<file path="config.mk">
export PLATFORM = sky130hd
export DESIGN_NAME = sdsu_ctrl
export DESIGN_NICKNAME = d
export VERILOG_FILES = /design/src/sv/sdsu_pkg.sv /design/src/sv/sdsu_ctrl.sv
export SDC_FILE = /design/constraint.sdc
export NUM_CORES = 1
export LEC_CHECK = 0
export ABC_AREA = 1
export BUFFER_PORTS_ARGS = -buffer_cell sky130_fd_sc_hd__buf_2
export CAP_MARGIN = 20
export CORE_MARGIN = 4
export CORE_UTILIZATION = 30
export CTS_CLUSTER_SIZE = 14
export DETAILED_ROUTE_END_ITERATION = 10
export PLACE_DENSITY = 0.54
export SKIP_CTS_REPAIR_TIMING = 1
export SLEW_MARGIN = 20
export SYNTH_ARGS = -nofsm -noshare
export SYNTH_HDL_FRONTEND = slang
export SYNTH_SLANG_ARGS = --single-unit
</file>
<file path="constraint.sdc">
create_clock -name clock -period 1.7 [get_ports clock]
set_input_delay 0.17 -clock clock [delete_from_list [all_inputs] [get_ports clock]]
set_output_delay 0.17 -clock clock [all_outputs]
set_load 0.02 [all_outputs]
</file>
<file path="src/sv/sdsu_pkg.sv">
// ----------------------------------------------------------------------------
// Smooth damp scalar package
// Shared types, fixed-point constants and saturating helpers for the
// critically damped follower.
// ----------------------------------------------------------------------------
package sdsu_pkg;

   // Fixed-point format of every value (Q16.16 at the ports).
   localparam int FRAC_BITS = 16;

   typedef logic signed [63:0] wide_type;

   // Internal values saturate at plus or minus two to the 62nd.
   localparam wide_type CAP = 64'sh4000_0000_0000_0000;
   localparam wide_type ONE = 64'sd1 <<< FRAC_BITS;

   // Floor of the smoothing time, about 0.0001.
   localparam longint MIN_ST_L = ((longint'(1) <<< FRAC_BITS) + 9999) / 10000;
   localparam wide_type MIN_ST = wide_type'(MIN_ST_L);

   // Decay polynomial coefficients, rounded to nearest.
   localparam longint K48_L  = (48 * (longint'(1) <<< FRAC_BITS) + 50) / 100;
   localparam longint K235_L = (235 * (longint'(1) <<< FRAC_BITS) + 500) / 1000;
   localparam wide_type K48  = wide_type'(K48_L);
   localparam wide_type K235 = wide_type'(K235_L);

   // Upper bound of omega times delta time (4096.0).
   localparam wide_type XMAX = 64'sd1 <<< (FRAC_BITS + 12);

   // Dividends of the two divisions.
   localparam logic [63:0] OMEGA_NUM = 64'd2 << (2 * FRAC_BITS);
   localparam logic [63:0] DECAY_NUM = 64'd1 << (2 * FRAC_BITS);

   // Configuration register indexes.
   localparam int CSR_INDEX_W = 8;
   localparam logic [CSR_INDEX_W-1:0] CSR_SMOOTH_TIME = 8'd0;
   localparam logic [CSR_INDEX_W-1:0] CSR_MAX_SPEED   = 8'd1;

   // Multiplications of one step, in the order they are issued.
   typedef enum logic [3:0] {
      MUL_X,
      MUL_X2,
      MUL_X3,
      MUL_T48,
      MUL_T235,
      MUL_LIM,
      MUL_A,
      MUL_TEMP,
      MUL_B,
      MUL_NV,
      MUL_C
   } mul_op_type;

   // Commands from the controller to the datapath.
   typedef struct packed {
      logic       load;
      logic       div_start;
      logic       div_decay;
      logic       mul_start;
      mul_op_type mul_op;
      logic       den_en;
      logic       off_en;
      logic       finish;
   } ctl_cmd_type;

   // Status from the datapath to the controller.
   typedef struct packed {
      logic div_done;
      logic mul_done;
   } ctl_status_type;

   // Clamp a signed value into a range.
   function automatic wide_type sclamp(wide_type v, wide_type lo, wide_type hi);
      wide_type r;
      if (v < lo) begin
         r = lo;
      end else if (v > hi) begin
         r = hi;
      end else begin
         r = v;
      end
      return r;
   endfunction

   // Saturating add at plus or minus CAP.
   function automatic wide_type sat_add(wide_type a, wide_type b);
      logic signed [64:0] s;
      logic signed [64:0] cap_x;
      wide_type r;
      s     = {a[63], a} + {b[63], b};
      cap_x = {1'b0, CAP};
      if (s > cap_x) begin
         r = CAP;
      end else if (s < -cap_x) begin
         r = -CAP;
      end else begin
         r = s[63:0];
      end
      return r;
   endfunction

endpackage

</file>
<file path="src/sv/sdsu_ctrl.sv">
// ----------------------------------------------------------------------------
// Smooth damp scalar controller
// Sequences the two divisions and eleven multiplications of one step and
// owns the request and result handshakes.
// ----------------------------------------------------------------------------
module sdsu_ctrl (
   input  logic                     clock,
   input  logic                     reset,
   input  logic                     req_valid,
   output logic                     req_ready,
   output logic                     rsp_valid,
   input  logic                     rsp_ready,
   input  sdsu_pkg::ctl_status_type status,
   output sdsu_pkg::ctl_cmd_type    cmd
);
   import sdsu_pkg::*;

   typedef enum logic [3:0] {
      ST_IDLE,
      ST_DIV_OM,
      ST_WAIT_OM,
      ST_MUL,
      ST_WAIT_MUL,
      ST_DEN,
      ST_DIV_DC,
      ST_WAIT_DC,
      ST_OFFSET,
      ST_FINISH
   } state_type;

   state_type  state_ff;
   mul_op_type op_ff;
   logic       rsp_valid_ff;
   logic       accept;
   logic       out_free;

   assign accept   = req_valid && (state_ff == ST_IDLE);
   assign out_free = !rsp_valid_ff || rsp_ready;

   // State, operation counter and result valid.
   always_ff @(posedge clock) begin
      if (reset) begin
         state_ff     <= ST_IDLE;
         op_ff        <= MUL_X;
         rsp_valid_ff <= 1'b0;
      end else begin
         if (rsp_ready) begin
            rsp_valid_ff <= 1'b0;
         end
         unique case (state_ff)
            ST_IDLE: begin
               if (accept) begin
                  state_ff <= ST_DIV_OM;
               end
            end
            ST_DIV_OM:  state_ff <= ST_WAIT_OM;
            ST_WAIT_OM: begin
               if (status.div_done) begin
                  op_ff    <= MUL_X;
                  state_ff <= ST_MUL;
               end
            end
            ST_MUL:     state_ff <= ST_WAIT_MUL;
            ST_WAIT_MUL: begin
               if (status.mul_done) begin
                  priority case (op_ff)
                     MUL_T235: state_ff <= ST_DEN;
                     MUL_LIM:  state_ff <= ST_OFFSET;
                     MUL_C:    state_ff <= ST_FINISH;
                     default: begin
                        op_ff    <= mul_op_type'(op_ff + 4'd1);
                        state_ff <= ST_MUL;
                     end
                  endcase
               end
            end
            ST_DEN:     state_ff <= ST_DIV_DC;
            ST_DIV_DC:  state_ff <= ST_WAIT_DC;
            ST_WAIT_DC: begin
               if (status.div_done) begin
                  op_ff    <= MUL_LIM;
                  state_ff <= ST_MUL;
               end
            end
            ST_OFFSET: begin
               op_ff    <= MUL_A;
               state_ff <= ST_MUL;
            end
            ST_FINISH: begin
               if (out_free) begin
                  rsp_valid_ff <= 1'b1;
                  state_ff     <= ST_IDLE;
               end
            end
            default: state_ff <= ST_IDLE;
         endcase
      end
   end

   // Commands decoded from the state.
   always_comb begin
      cmd           = '0;
      cmd.load      = accept;
      cmd.div_start = (state_ff == ST_DIV_OM) || (state_ff == ST_DIV_DC);
      cmd.div_decay = (state_ff == ST_DIV_DC) || (state_ff == ST_WAIT_DC);
      cmd.mul_start = (state_ff == ST_MUL);
      cmd.mul_op    = op_ff;
      cmd.den_en    = (state_ff == ST_DEN);
      cmd.off_en    = (state_ff == ST_OFFSET);
      cmd.finish    = (state_ff == ST_FINISH) && out_free;
   end

   assign req_ready = (state_ff == ST_IDLE);
   assign rsp_valid = rsp_valid_ff;

endmodule

</file>
==> impl_results.md <==
- Status: completed
- Post-synth EDFFs: 0
- Share of the clock period used by the worst path: between 90% and 100%
- Net count after synthesis: approximately 130
- Root Buffer: clkbuf_4
- Synthesis-to-finish area growth: 19.5%
- Detailed Routing Iterations Pass 1: 4
- RSZ-0062 raised after global routing: no
- # fillers: 263
- Setup tns final: 0 ps
- Share of total power in combinational logic: between 50 and 60%
- Pin count of the biggest net entering global routing: 10
- Top cells by count, synth: 25 x nand2_1, 16 x nor2_1, 14 x inv_1, 11 x a21oi_1, 11 x nand3_1
- Vias per cell: 4.52
- Met2 wire length: approximately 820 um
- Global-route wire length before repair: around 3200 um
- Met3 WL post-DR: 96 um
- Internal power: ~0.00052 W
- Measured slew at the worst slew-check pin: 264 ps
- Pleak: 0.465 nW
- Top-Level Pins: 19
- Die Height: a little under 60 um
- Max Buffers Root-to-Sink: 2
- Vias: between 700 and 800
- N_diodes: 0
- Detail Route Antenna Nets: 0
- Final setup fails: 0
- PD cells: 1110 nW/um2
- Slew margin rel.: 82.3%
- DP HPWL: ~1600 um
- Maxcap violations: 0
- Slew Limit Fails: 0
- Core Region: roughly 2300 um2
- Initial Util: between 30% and 40%
- # rows: 17
- Mapped Area: 758 um2
- Peak VDD IR: 0.512 mV
- Final nets: 153
- Critical Path End Type: output pin
- DRC: 0
- Synth Flop Type: dfxtp_1
- Switching share of power: 48.8%
- TritonCTS clock tree: done
- GR Overflow Total: 0
- Sequential share of power: ~29%
- Post-route design area: slightly above 900 um2
- DR top layer: met4
- YS warnings: 0
- Number of CTS-inserted buffers: 3
- Hold Crit Class: input port to flip-flop
- Synth top area share: 23.8%
- Clock power share: around 16%
- Routed wire per std cell: between 10 and 15 um
- Clk_lat worst skew: between 200 and 300 ps
- Reg clk slew, reported paths: ~60 ps
- Sequential-to-total area share from yosys stat: between 20% and 30%
- Synthesized flop and latch total: 9
- Initial antenna violation count: 0
- Die area: between 3000 and 4000 um2
- Number of global-route vias before repair: between 700 and 800
- DP Area: 880 um2
- Worst EP required: roughly 1500 ps
- H-Tree Depth: 1
- First DRT Iteration DRCs: 23
- Setup Skew: between 3 and 4 ps
- Worst setup path class: flip-flop to output pin
- Share of flip-flops with an asynchronous set or reset: 0%
- Area leader, netlist: dfxtp_1
- GPL Wtd Cong: 0.797
- Gr usage total: a little under an eighth
- Count of final hold-check violations: 0
- Routed WL: approximately 1900 um
- Arrival time worst endpoint: ~1400 ps
- Layout cell share with drive strength beyond 1: between 30% and 40%
- Max Fanout on Critical Path: 5
- Worst hold margin: approximately 190 ps
- Synth cell types: 21
- Most frequent cell after synthesis: nand2_1
- Peak Freq: around 650 MHz
- Psw: approximately 0.0005 W
- Minimum clock period: 1540 ps
- Post-Route M1 WL: about 930 um
- Critical Path Source Type: flip-flop
- Syn_area_per_cell: roughly 6.3 um2
- Synth Instances: between 100 and 150
- Port bufs: 18
- Die X: roughly 58 um
- # clock sinks: 9
- Ranking of synthesized cells by area: dfxtp_1 24%, nand2_1 12%, nor2_1 7.9%
registers in the layout (all words and copies together) (netlist names):
name and count:
state_ff 4, op_ff 4, rsp_valid 1
power groups by stage:
stage                     Sequential [W]  Combinational, W  Clock [W]
after floorplan                 0.000299          0.000431          0
after global placement          0.000298          0.000547          0
after detailed placement        0.000299          0.000550          0
after CTS                       0.000295          0.000553   0.000169
after global routing            0.000304          0.000616   0.000181
final                           0.000295          0.000548   0.000165
area by class of cell:
class,count,area [um2],area share (%)
Clock buffer,4,26.3,2.90
Sequential cell,9,180,19.9
Inverter,21,78.8,8.70
Tap cell,28,35.0,3.87
Timing Repair Buffer,19,97.6,10.8
Multi-Input combinational cell,89,488,53.9
worst max-delay path, cell delays in order, from the launching register on:
cell and delay (ps):
dfxtp_1 430, inv_2 70, nor2_2 180, inv_1 80, o22ai_1 160, buf_2 190
worst paths after layout:
kind                                  start  cells past startpoint           to  slack, ps
worst max-delay path            state_ff[0]                      5       cmd[9]        160
worst min-delay path              rsp_ready                      4    rsp_valid        190
worst max register to register     op_ff[0]                     10     op_ff[2]        260
worst min register to register  state_ff[2]                      2  state_ff[2]        550
routing by layer:
metal	up-vias	track usage (%)
met4	0	4.97
li1	415	-
met3	2	2.23
met2	13	17.7
met5	-	0
met1	338	16.2
stage by stage:
stage	worst slack [ps]	util (%)	total power, W	std cells
final	158	39.4	0.00101	170
after floorplan	268	-	0.000729	121
after global routing	66.6	39.4	0.00110	170
after detailed placement	258	38.3	0.000849	166
after global placement	298	38.3	0.000845	166
after CTS	159	39.4	0.00102	170
layout by cell type (no fill, tap or decap):
cell / Yosys / final
ha_1: 4 / 4
a21oi_1: 11 / 11
buf_4: 1 / 1
inv_2: 7 / 7
nand2_2: 4 / 4
xnor2_1: 1 / 1
xor2_1: 1 / 1
clkbuf_1: 0 / 1
nor2_4: 3 / 3
buf_2: 0 / 18
nor2_1: 16 / 16
o21ai_0: 1 / 1
inv_1: 14 / 14
clkbuf_4: 0 / 3
nand2_1: 25 / 25
nand3_1: 11 / 11
nor2_2: 5 / 5
dfxtp_1: 9 / 9
nand2_4: 3 / 3
o22ai_1: 1 / 1
nor3_1: 1 / 1
a21oi_2: 1 / 1
o211ai_1: 1 / 1
logic make-up after synthesis:
| family | after synthesis | share of synthesized area, % |
|---|---|---|
| AOI/OAI and AO/OA | 15 | 10.9 |
| xor gates and xnor gates | 2 | 2.31 |
| buffers and inverters | 23 | 11.9 |
| DFF | 9 | 23.8 |
| and+or+nand+nor | 68 | 44.6 |
| adders and majority gates | 4 | 6.60 |
No activity file was read; power rests on OpenSTA's default activity.
